`config.mk`:
```
export PLATFORM = sky130hd
export DESIGN_NAME = ssoi_cordic
export DESIGN_NICKNAME = d
export VERILOG_FILES = /design/src/rtl/skid_steer_odometry_integrator_core_assert.svh /design/src/rtl/ssoi_pkg.sv /design/src/rtl/ssoi_cordic.sv
export SDC_FILE = /design/constraint.sdc
export NUM_CORES = 1
export LEC_CHECK = 0
export BUFFER_PORTS_ARGS = -buffer_cell sky130_fd_sc_hd__clkbuf_2
export CAP_MARGIN = 5
export CELL_PAD_IN_SITES_DETAIL_PLACEMENT = 0
export CELL_PAD_IN_SITES_GLOBAL_PLACEMENT = 1
export CORE_MARGIN = 1
export CORE_UTILIZATION = 45
export CTS_BUF_LIST = sky130_fd_sc_hd__clkbuf_16
export CTS_CLUSTER_DIAMETER = 120
export DETAILED_ROUTE_END_ITERATION = 10
export GPL_ROUTABILITY_DRIVEN = 1
export PLACE_DENSITY = 0.79
export SLEW_MARGIN = 25
export SYNTH_ARGS = -nofsm -noshare
export SYNTH_HDL_FRONTEND = slang
export SYNTH_SLANG_ARGS = --single-unit
```
`constraint.sdc`:
```
create_clock -name clock -period 11.7 [get_ports clock]
set_input_delay 2.34 -clock clock [delete_from_list [all_inputs] [get_ports clock]]
set_output_delay 2.34 -clock clock [all_outputs]
set_load 0.1 [all_outputs]
```
`src/rtl/skid_steer_odometry_integrator_core_assert.svh`:
```
// Assertion macros shared by the odometry integrator RTL
`ifndef SKID_STEER_ODOMETRY_INTEGRATOR_CORE_ASSERT_SVH
`define SKID_STEER_ODOMETRY_INTEGRATOR_CORE_ASSERT_SVH

// same-cycle implication
`define SSOI_ASSERT_NOW(label, clk, rst, ante, cons, msg) \
   label: assert property (@(posedge clk) disable iff (rst) (ante) |-> (cons)) \
      else $error(msg);

// next-cycle implication
`define SSOI_ASSERT_NEXT(label, clk, rst, ante, cons, msg) \
   label: assert property (@(posedge clk) disable iff (rst) (ante) |=> (cons)) \
      else $error(msg);

`endif

```
`src/rtl/ssoi_pkg.sv`:
```
// Types, constants and tables of the odometry integrator
`timescale 1ns / 1ps
package ssoi_pkg;

   localparam int CSR_ADDR_W = 4;

   localparam logic [1:0] REG_DIST_PER_PULSE = 2'd0;
   localparam logic [1:0] REG_INV_WHEEL_BASE = 2'd1;
   localparam logic [1:0] REG_TICK_RATE      = 2'd2;

   localparam logic [31:0] RST_DIST_PER_PULSE = 32'd3748065;
   localparam logic [31:0] RST_INV_WHEEL_BASE = 32'd55924053;
   localparam logic [15:0] RST_TICK_RATE      = 16'd100;

   localparam logic signed [31:0] PI_Q28          = 32'sd843314857;
   localparam logic signed [31:0] TWO_PI_Q28      = 32'sd1686629713;
   localparam logic signed [31:0] HALF_PI_Q28     = 32'sd421657428;
   localparam logic signed [33:0] CORDIC_GAIN_Q30 = 34'sd652032874;

   localparam int ATAN_LEN = 30;
   localparam int ATAN_IDX_W = 5;

   typedef enum logic [2:0] {
      SHR_0,
      SHR_16,
      SHR_18,
      SHR_21,
      SHR_25,
      SHR_32
   } shift_type;

   typedef struct packed {
      logic [31:0] dist_per_pulse;
      logic [31:0] inv_wheel_base;
      logic [15:0] tick_rate;
   } csr_cfg_type;

   typedef struct packed {
      logic        start;
      logic [63:0] a;
      logic [31:0] b;
      shift_type   sh;
   } mul_req_type;

   typedef struct packed {
      logic        done;
      logic [63:0] res;
   } mul_rsp_type;

   typedef struct packed {
      logic               start;
      logic signed [31:0] angle;
   } cordic_req_type;

   typedef struct packed {
      logic        busy;
      logic [31:0] cos_mag;
      logic        cos_neg;
      logic [31:0] sin_mag;
      logic        sin_neg;
   } cordic_rsp_type;

   function automatic logic [27:0] atan_q28(input logic [ATAN_IDX_W-1:0] idx);
      logic [27:0] v;
      case (idx)
         5'd0:  v = 28'd210828714;
         5'd1:  v = 28'd124459457;
         5'd2:  v = 28'd65760959;
         5'd3:  v = 28'd33381290;
         5'd4:  v = 28'd16755422;
         5'd5:  v = 28'd8385879;
         5'd6:  v = 28'd4193963;
         5'd7:  v = 28'd2097109;
         5'd8:  v = 28'd1048571;
         5'd9:  v = 28'd524287;
         5'd10: v = 28'd262144;
         5'd11: v = 28'd131072;
         5'd12: v = 28'd65536;
         5'd13: v = 28'd32768;
         5'd14: v = 28'd16384;
         5'd15: v = 28'd8192;
         5'd16: v = 28'd4096;
         5'd17: v = 28'd2048;
         5'd18: v = 28'd1024;
         5'd19: v = 28'd512;
         5'd20: v = 28'd256;
         5'd21: v = 28'd128;
         5'd22: v = 28'd64;
         5'd23: v = 28'd32;
         5'd24: v = 28'd16;
         5'd25: v = 28'd8;
         5'd26: v = 28'd4;
         5'd27: v = 28'd2;
         5'd28: v = 28'd1;
         default: v = 28'd0;
      endcase
      return v;
   endfunction

endpackage

```
`src/rtl/ssoi_cordic.sv`:
```
// Rotation-mode CORDIC, one micro-rotation per cycle
`timescale 1ns / 1ps
module ssoi_cordic import ssoi_pkg::*; #(
   parameter int CORDIC_STEPS = 24
) (
   input  logic           clock,
   input  logic           reset,
   input  cordic_req_type req,
   output cordic_rsp_type rsp
);

   localparam logic [ATAN_IDX_W-1:0] LAST = ATAN_IDX_W'(CORDIC_STEPS - 1);

   logic                  busy_ff;
   logic                  flip_ff;
   logic signed [33:0]    x_ff;
   logic signed [33:0]    y_ff;
   logic signed [31:0]    z_ff;
   logic [ATAN_IDX_W-1:0] i_ff;

   logic signed [31:0] z_fold;
   logic               flip_fold;
   logic signed [33:0] x_sh;
   logic signed [33:0] y_sh;
   logic signed [31:0] at;
   logic [33:0]        x_abs;
   logic [33:0]        y_abs;

   always_comb begin
      z_fold    = req.angle;
      flip_fold = 1'b0;
      if (req.angle > HALF_PI_Q28) begin
         z_fold    = req.angle - PI_Q28;
         flip_fold = 1'b1;
      end else if (req.angle < -HALF_PI_Q28) begin
         z_fold    = req.angle + PI_Q28;
         flip_fold = 1'b1;
      end
   end

   assign x_sh = x_ff >>> i_ff;
   assign y_sh = y_ff >>> i_ff;
   assign at   = $signed({4'd0, atan_q28(i_ff)});

   always_ff @(posedge clock) begin
      if (reset) begin
         busy_ff <= 1'b0;
      end else if (req.start) begin
         busy_ff <= 1'b1;
         flip_ff <= flip_fold;
         x_ff    <= CORDIC_GAIN_Q30;
         y_ff    <= 34'sd0;
         z_ff    <= z_fold;
         i_ff    <= '0;
      end else if (busy_ff) begin
         if (z_ff >= 0) begin
            x_ff <= x_ff - y_sh;
            y_ff <= y_ff + x_sh;
            z_ff <= z_ff - at;
         end else begin
            x_ff <= x_ff + y_sh;
            y_ff <= y_ff - x_sh;
            z_ff <= z_ff + at;
         end
         i_ff <= i_ff + 1'b1;
         if (i_ff == LAST) begin
            busy_ff <= 1'b0;
         end
      end
   end

   assign x_abs = x_ff[33] ? 34'(-x_ff) : 34'(x_ff);
   assign y_abs = y_ff[33] ? 34'(-y_ff) : 34'(y_ff);

   assign rsp.busy    = busy_ff;
   assign rsp.cos_mag = (x_abs[33:32] != 2'd0) ? 32'hFFFF_FFFF : x_abs[31:0];
   assign rsp.sin_mag = (y_abs[33:32] != 2'd0) ? 32'hFFFF_FFFF : y_abs[31:0];
   assign rsp.cos_neg = flip_ff ? (x_ff > 0) : x_ff[33];
   assign rsp.sin_neg = flip_ff ? (y_ff > 0) : y_ff[33];

endmodule

```
==> summary.txt <==
Status
  – Status: completed

Clocking
  – CTS Hold Buffers Added: 0
  – TritonCTS clock tree: yes
  – Post-CTS sizing: 0
  – CTS clk-pin slew, worst paths: 0.08 ns
  – # clock sinks: 135
  – Clk buf depth: 2
  – Num CTS Buffers: 17
  – # Post-CTS Setup Buffers: 0
  – Htree depth: 4
  – Clock root buffer: clkbuf_16
  – Clk_lat worst skew: 0.49 ns

Pwr
  – Comb power frac: 68.3%
  – Clock Power Share: 11.6%
  – VDD IR max: 0.217 mV
  – Internal power: 0.00217 W
  – Lkg Pwr: 8.17 nW
  – Power share of the sequential group: 20.1%
  – Sw Share: 55.0%
  – PwrDens: 230 mW/mm2
  – NetSw: 0.00265 W

STA
  – Worst rel slew slack: 29.3%
  – TNS Setup: 0 ns
  – Slew Limit Fails: 0
  – Unrepaired setup endpoints after global routing: no
  – Clk_skew: 0.0207 ns
  – Min Clock Period, post-route: 7.77 ns
  – Hold Vio Cnt, Final: 0
  – # setup viols final: 0
  – Final worst slack: 3.93 ns
  – Crit share post-route: 66.4%
  – FMAX: 129 MHz
  – Hold WS: 0.522 ns
  – Least-Margin Pin Slew: 1.06 ns

Run
  – Max-cap violations: 0

Routing
  – Routed WL: 66100 um
  – First DRT Iteration DRCs: 1873
  – DR vias/cell: 6.39
  – Vias: 19100
  – DRC: 0
  – Wire length per cell: 22.1 um
  – Drt pass-1 iters: 6
  – Post-DRT Antenna Nets: 0

Floorplanning
  – Die Area: 0.0444 mm2
  – Core area: 0.0431 mm2
  – Die H: 211 um
  – Rows: 76
  – Ports: 102
  – Overall die width: 211 um
  – Initial core utilization: 45.6%

Critical path
  – Worst endpoint required time: 12.02 ns
  – Startpoint types: flip-flop
  – Worst Path Arrival: 8.09 ns
  – Setup crit end kind: flip-flop
  – CP Class: reg2reg
  – Crit Path Max Fanout: 57

Yosys
  – Syn avg cell area: 8.12 um2
  – Post-synth EDFFs: 106
  – Synth unique cells: 88
  – Mapped Cells: 2416
  – Post-synthesis register bit count: 135
  – Syn_nets: 2567
  – Top FF cell, synth: edfxtp_1
  – Mapped cell area: 0.0196 mm2
  – Register area share after synthesis: 19.2%
  – YS warnings: 0
  – Post-synthesis async set-or-reset flop share: 0%

Final layout
  – Antenna diodes: 0
  – Share of layout cells above drive strength 1: 12.7%
  – Fin nets: 2539
  – Area grow syn2layout: 6.81%
  – Post-route cell area: 0.0210 mm2
  – Fillers: 4283

Global routing
  – First-pass GRT wire length: 102000 um
  – GR Util All Layers: 29.7%
  – Overflow after GRT: 0
  – Initial antenna violation count: 0
  – Vias in the first global route: 17900
  – Largest net degree at the start of global routing: 69

Placed design
  – HPWL Detailed: 49200 um
  – Final Wtd Congestion: 1.01
  – DP Area: 0.0204 mm2
  – # port buffers: 101
  – Placement Setup Slack: 4.09 ns

Worst hold path
  – Worst hold path class: reg2reg
==> final timing paths <==
path                              start        to  slack [ns]  cells past startpoint
worst min-delay path            busy_ff   busy_ff        0.52                      2
worst max register to register  i_ff[1]  x_ff[33]        3.93                     22
worst max-delay path            i_ff[1]  x_ff[33]        3.93                     22
worst min register to register  busy_ff   busy_ff        0.52                      2
==> cell families after synthesis <==
group,after synthesis,share of synthesized area [%]
XOR/XNOR,244,10.9
flip-flops,135,19.2
AND/OR/NAND/NOR,829,19.8
AO/OA/AOI/OAI,704,23.4
buffers and inverters,218,4.41
adder cells (fa/ha/maj),116,7.51
multiplexers,170,14.8
==> routing by layer <==
layer	share of wire, %	vias to the layer above	wire length [um]	GRT usage, %
li1	-	9001	-	-
met3	7.0	149	4650	5.23
met4	3.9	0	2590	12.7
met2	47	734	31300	49.4
met1	42	9186	27500	37.9
met5	0	-	0	0
==> placed cells by master (no fill, tap or decap), types with 84 or more instances in the layout <==
master	count
a21oi_1	165
clkbuf_2	100
edfxtp_1	106
ha_1	113
mux4_2	92
nand2_1	313
nor2_1	211
o21ai_0	159
xnor2_1	84
xor2_1	160
==> flip-flops by register name, indices dropped and copies added, names as in the netlist <==
register	cells
z_ff	32
x_ff	34
at	28
flip_ff	1
busy_ff	1
i_ff	5
y_ff	34
==> power groups by stage <==
stage          Sequential, W  Combinational [W]  Clock [W]
6_report            0.000966            0.00329   0.000560
4_1_cts             0.000953            0.00327   0.000571
5_1_grt             0.000972            0.00358   0.000588
3_5_place_dp        0.000963            0.00325          0
3_3_place_gp        0.000959            0.00323          0
2_1_floorplan       0.000774            0.00272          0
==> worst max-delay path: stages, from the launching register on <==
cell and delay, ns:
edfxtp_1 0.58, buf_4 0.56, buf_4 0.74, mux4_2 0.61
mux2i_1 0.36, o22ai_1 0.13, a221oi_1 0.61, nand2_1 0.15
nor4_1 0.73, and2_1 0.31, a21oi_1 0.10, xor2_1 0.18
ha_1 0.35, nand2_1 0.10, o21ai_0 0.09, a21o_1 0.19
a221o_1 0.31, o21a_1 0.21, o2111ai_1 0.28, a21oi_1 0.17
o211a_1 0.26, or3_1 0.35, a21oi_1 0.17
==> synthesized netlist by cell type, types with 21 or more instances <==
master | number | area share (%)
nand2_1 | 313 | 6.0
nor2_1 | 211 | 4.0
a21oi_1 | 166 | 4.2
xor2_1 | 160 | 7.1
o21ai_0 | 159 | 4.1
clkbuf_1 | 118 | 2.3
ha_1 | 113 | 7.2
edfxtp_1 | 106 | 16
mux4_2 | 92 | 11
xnor2_1 | 84 | 3.7
a21o_1 | 59 | 2.3
mux2i_1 | 55 | 2.8
nand3_1 | 48 | 1.2
inv_1 | 43 | 0.82
o31ai_1 | 43 | 1.6
nor3_1 | 42 | 1.1
nand2b_1 | 36 | 1.1
a211oi_1 | 31 | 1.2
buf_1 | 31 | 0.59
dfxtp_1 | 29 | 3.0
o22ai_1 | 27 | 0.86
a31oi_1 | 26 | 0.83
or3_1 | 25 | 0.80
or4_1 | 25 | 0.96
o21a_1 | 21 | 0.80
==> per-stage QoR <==
stage	total power (W)	utilization (%)	std cells
2_1_floorplan	0.00350	-	2416
3_3_place_gp	0.00419	47.3	2954
3_5_place_dp	0.00422	47.3	2954
4_1_cts	0.00480	48.6	2986
5_1_grt	0.00514	48.7	2986
6_report	0.00482	48.7	2986
==> area by class of cell <==
type,count,area [um2],area share (%)
sequential,135,3760,18.0
clock inverter,13,105,0.501
clock buffer,19,475,2.27
timing repair buffer,123,673,3.21
multi-input combinational,2063,15000,71.7
inverter,48,183,0.872
tap,585,732,3.49
No activity file was read; power rests on OpenSTA's default activity.
