--- src/rtl/skid_steer_odometry_integrator_core_assert.svh ---
// Assertion macros shared by the odometry integrator RTL
`ifndef SKID_STEER_ODOMETRY_INTEGRATOR_CORE_ASSERT_SVH
`define SKID_STEER_ODOMETRY_INTEGRATOR_CORE_ASSERT_SVH

// same-cycle implication
`define SSOI_ASSERT_NOW(label, clk, rst, ante, cons, msg) \
   label: assert property (@(posedge clk) disable iff (rst) (ante) |-> (cons)) \
      else $error(msg);

// next-cycle implication
`define SSOI_ASSERT_NEXT(label, clk, rst, ante, cons, msg) \
   label: assert property (@(posedge clk) disable iff (rst) (ante) |=> (cons)) \
      else $error(msg);

`endif

--- src/rtl/ssoi_pkg.sv ---
// Types, constants and tables of the odometry integrator
`timescale 1ns / 1ps
package ssoi_pkg;

   localparam int CSR_ADDR_W = 4;

   localparam logic [1:0] REG_DIST_PER_PULSE = 2'd0;
   localparam logic [1:0] REG_INV_WHEEL_BASE = 2'd1;
   localparam logic [1:0] REG_TICK_RATE      = 2'd2;

   localparam logic [31:0] RST_DIST_PER_PULSE = 32'd3748065;
   localparam logic [31:0] RST_INV_WHEEL_BASE = 32'd55924053;
   localparam logic [15:0] RST_TICK_RATE      = 16'd100;

   localparam logic signed [31:0] PI_Q28          = 32'sd843314857;
   localparam logic signed [31:0] TWO_PI_Q28      = 32'sd1686629713;
   localparam logic signed [31:0] HALF_PI_Q28     = 32'sd421657428;
   localparam logic signed [33:0] CORDIC_GAIN_Q30 = 34'sd652032874;

   localparam int ATAN_LEN = 30;
   localparam int ATAN_IDX_W = 5;

   typedef enum logic [2:0] {
      SHR_0,
      SHR_16,
      SHR_18,
      SHR_21,
      SHR_25,
      SHR_32
   } shift_type;

   typedef struct packed {
      logic [31:0] dist_per_pulse;
      logic [31:0] inv_wheel_base;
      logic [15:0] tick_rate;
   } csr_cfg_type;

   typedef struct packed {
      logic        start;
      logic [63:0] a;
      logic [31:0] b;
      shift_type   sh;
   } mul_req_type;

   typedef struct packed {
      logic        done;
      logic [63:0] res;
   } mul_rsp_type;

   typedef struct packed {
      logic               start;
      logic signed [31:0] angle;
   } cordic_req_type;

   typedef struct packed {
      logic        busy;
      logic [31:0] cos_mag;
      logic        cos_neg;
      logic [31:0] sin_mag;
      logic        sin_neg;
   } cordic_rsp_type;

   function automatic logic [27:0] atan_q28(input logic [ATAN_IDX_W-1:0] idx);
      logic [27:0] v;
      case (idx)
         5'd0:  v = 28'd210828714;
         5'd1:  v = 28'd124459457;
         5'd2:  v = 28'd65760959;
         5'd3:  v = 28'd33381290;
         5'd4:  v = 28'd16755422;
         5'd5:  v = 28'd8385879;
         5'd6:  v = 28'd4193963;
         5'd7:  v = 28'd2097109;
         5'd8:  v = 28'd1048571;
         5'd9:  v = 28'd524287;
         5'd10: v = 28'd262144;
         5'd11: v = 28'd131072;
         5'd12: v = 28'd65536;
         5'd13: v = 28'd32768;
         5'd14: v = 28'd16384;
         5'd15: v = 28'd8192;
         5'd16: v = 28'd4096;
         5'd17: v = 28'd2048;
         5'd18: v = 28'd1024;
         5'd19: v = 28'd512;
         5'd20: v = 28'd256;
         5'd21: v = 28'd128;
         5'd22: v = 28'd64;
         5'd23: v = 28'd32;
         5'd24: v = 28'd16;
         5'd25: v = 28'd8;
         5'd26: v = 28'd4;
         5'd27: v = 28'd2;
         5'd28: v = 28'd1;
         default: v = 28'd0;
      endcase
      return v;
   endfunction

endpackage

--- src/rtl/ssoi_csr.sv ---
// APB configuration registers of the odometry integrator
`timescale 1ns / 1ps
module ssoi_csr import ssoi_pkg::*; (
   input  logic                  clock,
   input  logic                  reset,
   input  logic                  psel,
   input  logic                  penable,
   input  logic                  pwrite,
   input  logic [CSR_ADDR_W-1:0] paddr,
   input  logic [31:0]           pwdata,
   output logic [31:0]           prdata,
   output logic                  pready,
   output csr_cfg_type           cfg
);

   logic [31:0] dist_per_pulse_ff;
   logic [31:0] inv_wheel_base_ff;
   logic [15:0] tick_rate_ff;

   assign pready = 1'b1;

   always_ff @(posedge clock) begin
      if (reset) begin
         dist_per_pulse_ff <= RST_DIST_PER_PULSE;
         inv_wheel_base_ff <= RST_INV_WHEEL_BASE;
         tick_rate_ff      <= RST_TICK_RATE;
      end else if (psel && penable && pwrite) begin
         case (paddr[3:2])
            REG_DIST_PER_PULSE: dist_per_pulse_ff <= pwdata;
            REG_INV_WHEEL_BASE: inv_wheel_base_ff <= pwdata;
            REG_TICK_RATE:      tick_rate_ff      <= pwdata[15:0];
            default: ;
         endcase
      end
   end

   always_comb begin
      case (paddr[3:2])
         REG_DIST_PER_PULSE: prdata = dist_per_pulse_ff;
         REG_INV_WHEEL_BASE: prdata = inv_wheel_base_ff;
         REG_TICK_RATE:      prdata = {16'd0, tick_rate_ff};
         default:            prdata = 32'd0;
      endcase
   end

   assign cfg.dist_per_pulse = dist_per_pulse_ff;
   assign cfg.inv_wheel_base = inv_wheel_base_ff;
   assign cfg.tick_rate      = tick_rate_ff;

endmodule

--- config.mk ---
export PLATFORM = sky130hd
export DESIGN_NAME = ssoi_csr
export DESIGN_NICKNAME = d
export VERILOG_FILES = /design/src/rtl/skid_steer_odometry_integrator_core_assert.svh /design/src/rtl/ssoi_pkg.sv /design/src/rtl/ssoi_csr.sv
export SDC_FILE = /design/constraint.sdc
export NUM_CORES = 1
export LEC_CHECK = 0
export BUFFER_PORTS_ARGS = -buffer_cell sky130_fd_sc_hd__buf_2
export CORE_MARGIN = 2
export CORE_UTILIZATION = 50
export CTS_BUF_LIST = sky130_fd_sc_hd__clkbuf_8
export DETAILED_ROUTE_END_ITERATION = 10
export PLACE_DENSITY = 0.82
export SLEW_MARGIN = 5
export SYNTH_ARGS = -nofsm -noshare
export SYNTH_HDL_FRONTEND = slang
export SYNTH_SLANG_ARGS = --single-unit
--- constraint.sdc ---
create_clock -name clock -period 1.5 [get_ports clock]
set_input_delay 0.15 -clock clock [delete_from_list [all_inputs] [get_ports clock]]
set_output_delay 0.15 -clock clock [all_outputs]
set_load 0.02 [all_outputs]
==> flow_metrics.py, run 1 <==
metrics = {
    "run_status": {
        "outcome": "completed",
    },
    "worst_setup_path": {
        "cp_num_buf_inv": 3,
        "cp-start-kind": "input pin",
        "critical_path_class": "in -> out",
        "critPathMaxStageDelay_ns": 0.26,
        "path_common_cell": "buf_2",
        "setup.worst_path.end_class": "output port",
        "cp.required_ns": 1.35,
        "cp_data_arrival_time_ns": 1.21,
        "critPathSlowestCell": "buf_4",
        "cp_max_fo": 16,
        "path_cells": "buf_2 > nor2b_1 > buf_4 > nand2_1 > o21ai_0 > buf_2",
        "crit_family": "buffers and inverters",
    },
    "placement": {
        "post-place-cells": 640,
        "place.gp.congestion": 0.7500,
        "dp_hpwl_um": 6832,
        "numPortBuffers": 150,
    },
    "grt": {
        "grt_pass1_vias": 3158,
        "grt_pass1_wl_um": 15280,
        "track_usage": 0.2251,
        "antenna_found_initial": 0,
        "overflow": 0,
        "grt_max_degree": 129,
    },
    "cts": {
        "clkTransAtPathRegs_ns": 0.08,
        "cts_tree": "done",
        "cts_made_buffers": 9,
        "cts_hold_buffers": 0,
        "cts_resized": 0,
        "insertion_delay_ns": 0.34,
        "htreeDepth": 3,
        "clockBufferDepth": 2,
        "cts_root_buf": "clkbuf_8",
        "cts.sinks": 80,
        "cts_setup_buffers": 0,
    },
    "die": {
        "io_pins": 154,
        "die_height_um": 91.59,
        "core_area_mm2": 0.007331,
        "die-area_mm2": 0.008389,
        "start_util": 0.5233,
        "num_rows": 31,
        "die_x_um": 91.59,
    },
    "timing": {
        "setup_violations": 0,
        "fin_crit_sh": 0.9053,
        "finalHoldViolCount": 0,
        "fmax_mhz": 736.4,
        "finClkSkew_ns": 0,
        "holdWs_ns": 0.07589,
        "rsz0062_at_grt": "no",
        "slew_viol_final": 0,
        "period_needed_ns": 1.358,
        "fin_tns_setup_ns": 0,
    },
    "finish": {
        "post-route-util": 0.6682,
        "nFillCells": 614,
        "layout.cells.non_filler": 656,
        "n_antenna_cell": 0,
        "area_growth_pct": 27.69,
        "layout-drive-gt1-share": 0.3303,
        "nets": 593,
    },
    "detailed_routing": {
        "drtIter0Drc": 86,
        "drc": 0,
        "post_drt_wl_per_cell_um": 14.24,
        "ant_nets": 0,
        "drt_wl_total_um": 9343,
        "vias": 3300,
        "firstDrtPassIters": 4,
        "vias_per_cell": 5.030,
    },
    "logic_synthesis": {
        "syn_area_per_cell_um2": 9.334,
        "synth_area_mm2": 0.003836,
        "ys_seq_area_frac": 0.4175,
        "synth_nets": 452,
        "yosysWarningCount": 0,
        "yosysUniqueCellTypes": 18,
        "netlist_instances": 411,
        "synth_seq_cells": 80,
    },
    "power_and_ir_drop": {
        "p_int_mw": 3.332,
        "p_leak_nw": 2.372,
        "comb_power_share": 0.114,
        "switching_share": 0.2425,
        "p_seq_frac": 0.494,
        "ir_worst_vdd_uv": 424.8,
        "power_frac_clock": 0.392,
        "p_per_area_mw_per_mm2": 898.1,
        "p_switching_mw": 1.067,
    },
    "job": {
        "drv_cap": 0,
    },
    "min_path": {
        "hold_path_class": "in -> reg",
    },
}
==> cells by family after synthesis <==
group,count (synthesis),synth area share
and+or+nand+nor,168,0.2267
muxes,112,0.2922
DFF,80,0.4175
buffers and inverters,34,0.04175
AOI/OAI and AO/OA,16,0.02087
other,1,0.0009775
==> layout by cell type, fill, tap and decap left out, drive strengths merged <==
cell,instances
buf,164
mux2i,112
nand2b,82
dfxtp,80
nor2,62
nand2,16
o21ai,16
clkbuf,10
clkinv,3
bufinv,2
nor3b,2
nor2b,1
nand3,1
nor3,1
or3b,1
nand4,1
or3,1
conb,1
clkinvlp,1
==> through the flow <==
step	power, mW	area (um^2)	setup WS (ns)
4_1_cts	4.434	4898	0.1408
2_1_floorplan	2.550	3836	0.1767
6_report	4.399	4898	0.1420
5_1_grt	4.580	4898	0.02947
3_5_place_dp	2.728	4678	0.1151
3_3_place_gp	2.712	4678	0.1783
==> path summary, 6_finish.rpt <==
path	startpoint	end	slack [ns]	cells after the start
hold reg to reg	dist_per_pulse_ff[30]$_SDFFE_PP0P_	dist_per_pulse_ff[30]$_SDFFE_PP0P_	0.49	2
hold / removal	pwdata[21]	inv_wheel_base_ff[21]$_SDFFE_PP0P_	0.08	3
setup / recovery	paddr[3]	prdata[8]	0.14	6
setup reg to reg	inv_wheel_base_ff[22]$_SDFFE_PP1P_	inv_wheel_base_ff[22]$_SDFFE_PP1P_	0.84	2
==> tightest hold or removal path, stage by stage <==
cell and delay (ns):
buf_2 0.11, nand2b_1 0.06, mux2i_1 0.06
==> area by class of cell <==
cell class              instances  area, um^2  share of cell area
clock inverters                 6       82.58             0.01686
flip-flops and latches         80        1602              0.3269
clock buffers                  10       137.6             0.02810
repair buffers                164       868.3              0.1773
well taps                      99       123.9             0.02529
multi-input cells             297        2085              0.4255
==> cells in the mapped netlist, drive strengths merged <==
cell / count / share of area
mux2i: 112 / 0.29
dfxtp: 80 / 0.42
nand2: 16 / 0.016
nor3: 1 / 0.0013
nor2b: 1 / 0.0016
clkbuf: 19 / 0.019
nand3: 1 / 0.0026
conb: 1 / 0.00098
nor2: 62 / 0.061
nor3b: 2 / 0.0039
nand4: 1 / 0.0033
or3: 1 / 0.0016
or3b: 1 / 0.0023
buf: 15 / 0.023
nand2b: 82 / 0.13
o21ai: 16 / 0.021
==> metal layers <==
layer / global-route usage / up-vias / routed length, um
li1: - / 1630 / -
met1: 0.2761 / 1532 / 4178
met2: 0.3885 / 126 / 4448
met3: 0.04647 / 12 / 596
met4: 0.08081 / 0 / 119
met5: 0 / - / 0
==> state kept, by name (all words and copies together), names as in the netlist <==
signal,flops
dist_per_pulse_ff,32
inv_wheel_base_ff,32
tick_rate_ff,16
==> power by group through the flow <==
stage / registers, mW / logic [mW] / clock network, mW
detailed placement: 2.22 / 0.506 / 0
global route: 2.18 / 0.544 / 1.86
floorplan: 2.25 / 0.298 / 0
global placement: 2.22 / 0.492 / 0
CTS: 2.17 / 0.507 / 1.75
finish: 2.17 / 0.503 / 1.72
Note: power is estimated with default switching activity, not from simulation.
==> run 2: changes to the inputs <==
--- a/config.mk
+++ b/config.mk
@@ -8,7 +8,7 @@
 export BUFFER_PORTS_ARGS = -buffer_cell sky130_fd_sc_hd__buf_2
 export CORE_MARGIN = 2
 export CORE_UTILIZATION = 50
-export CTS_BUF_LIST = sky130_fd_sc_hd__clkbuf_8
+export CTS_BUF_LIST = sky130_fd_sc_hd__clkbuf_2
 export DETAILED_ROUTE_END_ITERATION = 10
 export PLACE_DENSITY = 0.82
 export SLEW_MARGIN = 5
==> flow_metrics.py, run 2 (same netlist as run 1, synthesis figures left out) <==
metrics = {
    "timing": {
        "rsz0062_at_grt": "yes",
        "finClkSkew_ns": 0,
        "finalHoldViolCount": 0,
        "setup_violations": 0,
        "fin_crit_sh": 0.9704,
        "slew_viol_final": 0,
        "period_needed_ns": 1.456,
        "fmax_mhz": 687.0,
    },
    "worst_setup_path": {
        "reg2reg_depth": 3,
        "cp_data_arrival_time_ns": 1.31,
        "critical_path_class": "reg -> out",
        "crit_end": "prdata[13]",
        "cp.required_ns": 1.35,
        "reg2reg_to": "dist_per_pulse_ff[0]$_SDFFE_PP1P_",
        "startpoint": "inv_wheel_base_ff[13]$_SDFFE_PP0P_",
        "cp-start-kind": "flop",
        "r2r_setup_slack_ns": 0.75,
        "cp_max_fo": 3,
        "setup.worst_path.end_class": "output port",
        "r2r-start": "dist_per_pulse_ff[0]$_SDFFE_PP1P_",
    },
    "power_and_ir_drop": {
        "p_int_mw": 2.973,
        "p_leak_nw": 2.555,
        "p_per_area_mw_per_mm2": 753.5,
        "p_seq_frac": 0.542,
        "ir_worst_vdd_uv": 370.1,
        "power_frac_clock": 0.310,
        "p_switching_mw": 1.051,
        "switching_share": 0.2613,
        "comb_power_share": 0.148,
    },
    "detailed_routing": {
        "drc": 0,
        "met1_length_um": 4569,
        "dr_wl_met2_um": 5148,
        "vias_per_cell": 5.006,
        "top_layer": "met4",
        "firstDrtPassIters": 4,
        "vias": 3519,
        "post_drt_wl_per_cell_um": 14.82,
        "drtIter0Drc": 74,
        "ant_nets": 0,
        "drt_wl_total_um": 10420,
        "dr_wl_met3_um": 559,
    },
    "die": {
        "start_util": 0.5233,
        "die-area_mm2": 0.008389,
        "die_x_um": 91.59,
        "die_height_um": 91.59,
        "core_area_mm2": 0.007331,
        "io_pins": 154,
        "num_rows": 31,
    },
    "finish": {
        "nets": 640,
        "n_antenna_cell": 0,
        "nFillCells": 543,
        "reg_top3": "dist_per_pulse_ff x32, inv_wheel_base_ff x32, tick_rate_ff x16",
        "layout_common_cells": "buf_2, mux2i_1, nand2b_1",
        "layout-drive-gt1-share": 0.4172,
        "multi_input_area_mm2": 0.002096,
        "layout.cells.non_filler": 703,
        "stdcell_area_mm2": 0.005340,
        "mostFrequentLayoutCell": "buf_2",
        "seq_area_mm2": 0.001665,
        "area_growth_pct": 39.20,
    },
    "grt": {
        "grt_pass1_vias": 3387,
        "grt_pass1_wl_um": 16200,
        "grt_max_degree": 129,
        "overflow": 0,
        "antenna_found_initial": 0,
        "track_usage": 0.2392,
    },
    "cts": {
        "cts_root_buf": "clkbuf_2",
        "htreeDepth": 3,
        "clockBufferDepth": 2,
        "cts_made_buffers": 9,
        "insertion_delay_ns": 0.50,
        "cts.sinks": 80,
        "clkTransAtPathRegs_ns": 0.20,
        "cts_tree": "done",
    },
    "run_status": {
        "outcome": "completed",
    },
    "job": {
        "drv_cap": 0,
    },
    "placement": {
        "dp_hpwl_um": 6832,
        "placed_area_mm2": 0.004678,
        "numPortBuffers": 150,
        "place.gp.congestion": 0.7500,
        "post-place-cells": 640,
    },
    "min_path": {
        "hold_path_class": "in -> reg",
        "holdCritStartpoint": "penable",
    },
}
-- run 2: changes by cell type in the layout (fill, tap and decap cells not counted), sizes merged --
cell / previous run / this run
dlygate4sd3: 0 / 32
clkinv: 3 / 4
buf: 164 / 179
clkbuf: 10 / 9
-- run 2: final cells by class --
cell class / count / area share
Clock inverter: 7 / 0.01617
Sequential cell: 80 / 0.3119
Multi-Input combinational cell: 297 / 0.3925
Timing Repair Buffer: 211 / 0.2479
Clock buffer: 9 / 0.008435
Tap cell: 99 / 0.02320
-- run 2: worst min-delay path by stage --
stage	to	slack (ns)	cells past startpoint
6_report	tick_rate_ff[0]$_SDFFE_PP0P_	0.12	4
5_1_grt	tick_rate_ff[0]$_SDFFE_PP0P_	0.11	4
4_1_cts	tick_rate_ff[12]$_SDFFE_PP0P_	0.09	4
3_5_place_dp	dist_per_pulse_ff[16]$_SDFFE_PP1P_	0.43	3
3_3_place_gp	inv_wheel_base_ff[16]$_SDFFE_PP1P_	0.42	3
2_1_floorplan	dist_per_pulse_ff[22]$_SDFFE_PP0P_	0.31	2
-- run 2: repair_timing --
item,in CTS,in global routing
hold buffers,32,0
setup endpoints to repair,6,27
endpoints found under the hold margin,80,0
buffers inserted,0,15
resized for setup,9,67
pin swaps,0,3
-- run 2: stage by stage --
stage	setup TNS, ns	utilization	hold WS, ns	total power [mW]	setup WS [ns]
floorplan	0	-	0.3053	2.550	0.1767
global placement	0	0.6382	0.4160	2.712	0.1783
detailed placement	0	0.6382	0.4338	2.728	0.1151
CTS	0	0.7017	0.09220	4.032	0.0001575
global route	-0.3632	0.7285	0.1108	4.204	-0.06217
finish	0	0.7285	0.1246	4.024	0.04440
-- run 2: worst max-delay path, cell delays in order (launching register included) --
cell     delay (ns)
dfxtp_2        0.37
mux2i_2        0.18
o21ai_1        0.09
buf_4          0.17
-- run 2: power by group through the flow --
stage,sequential [mW],combinational (mW),clock (mW)
2_1_floorplan,2.25,0.298,0
3_3_place_gp,2.22,0.492,0
3_5_place_dp,2.22,0.506,0
4_1_cts,2.18,0.572,1.28
5_1_grt,2.19,0.638,1.38
6_report,2.18,0.594,1.25
-- run 2: metal layers --
layer  GRT usage  vias to the layer above
met5           0                        -
met4     0.07576                        0
met3     0.05228                       12
met2      0.4265                      129
met1      0.2842                     1643
li1            -                     1735
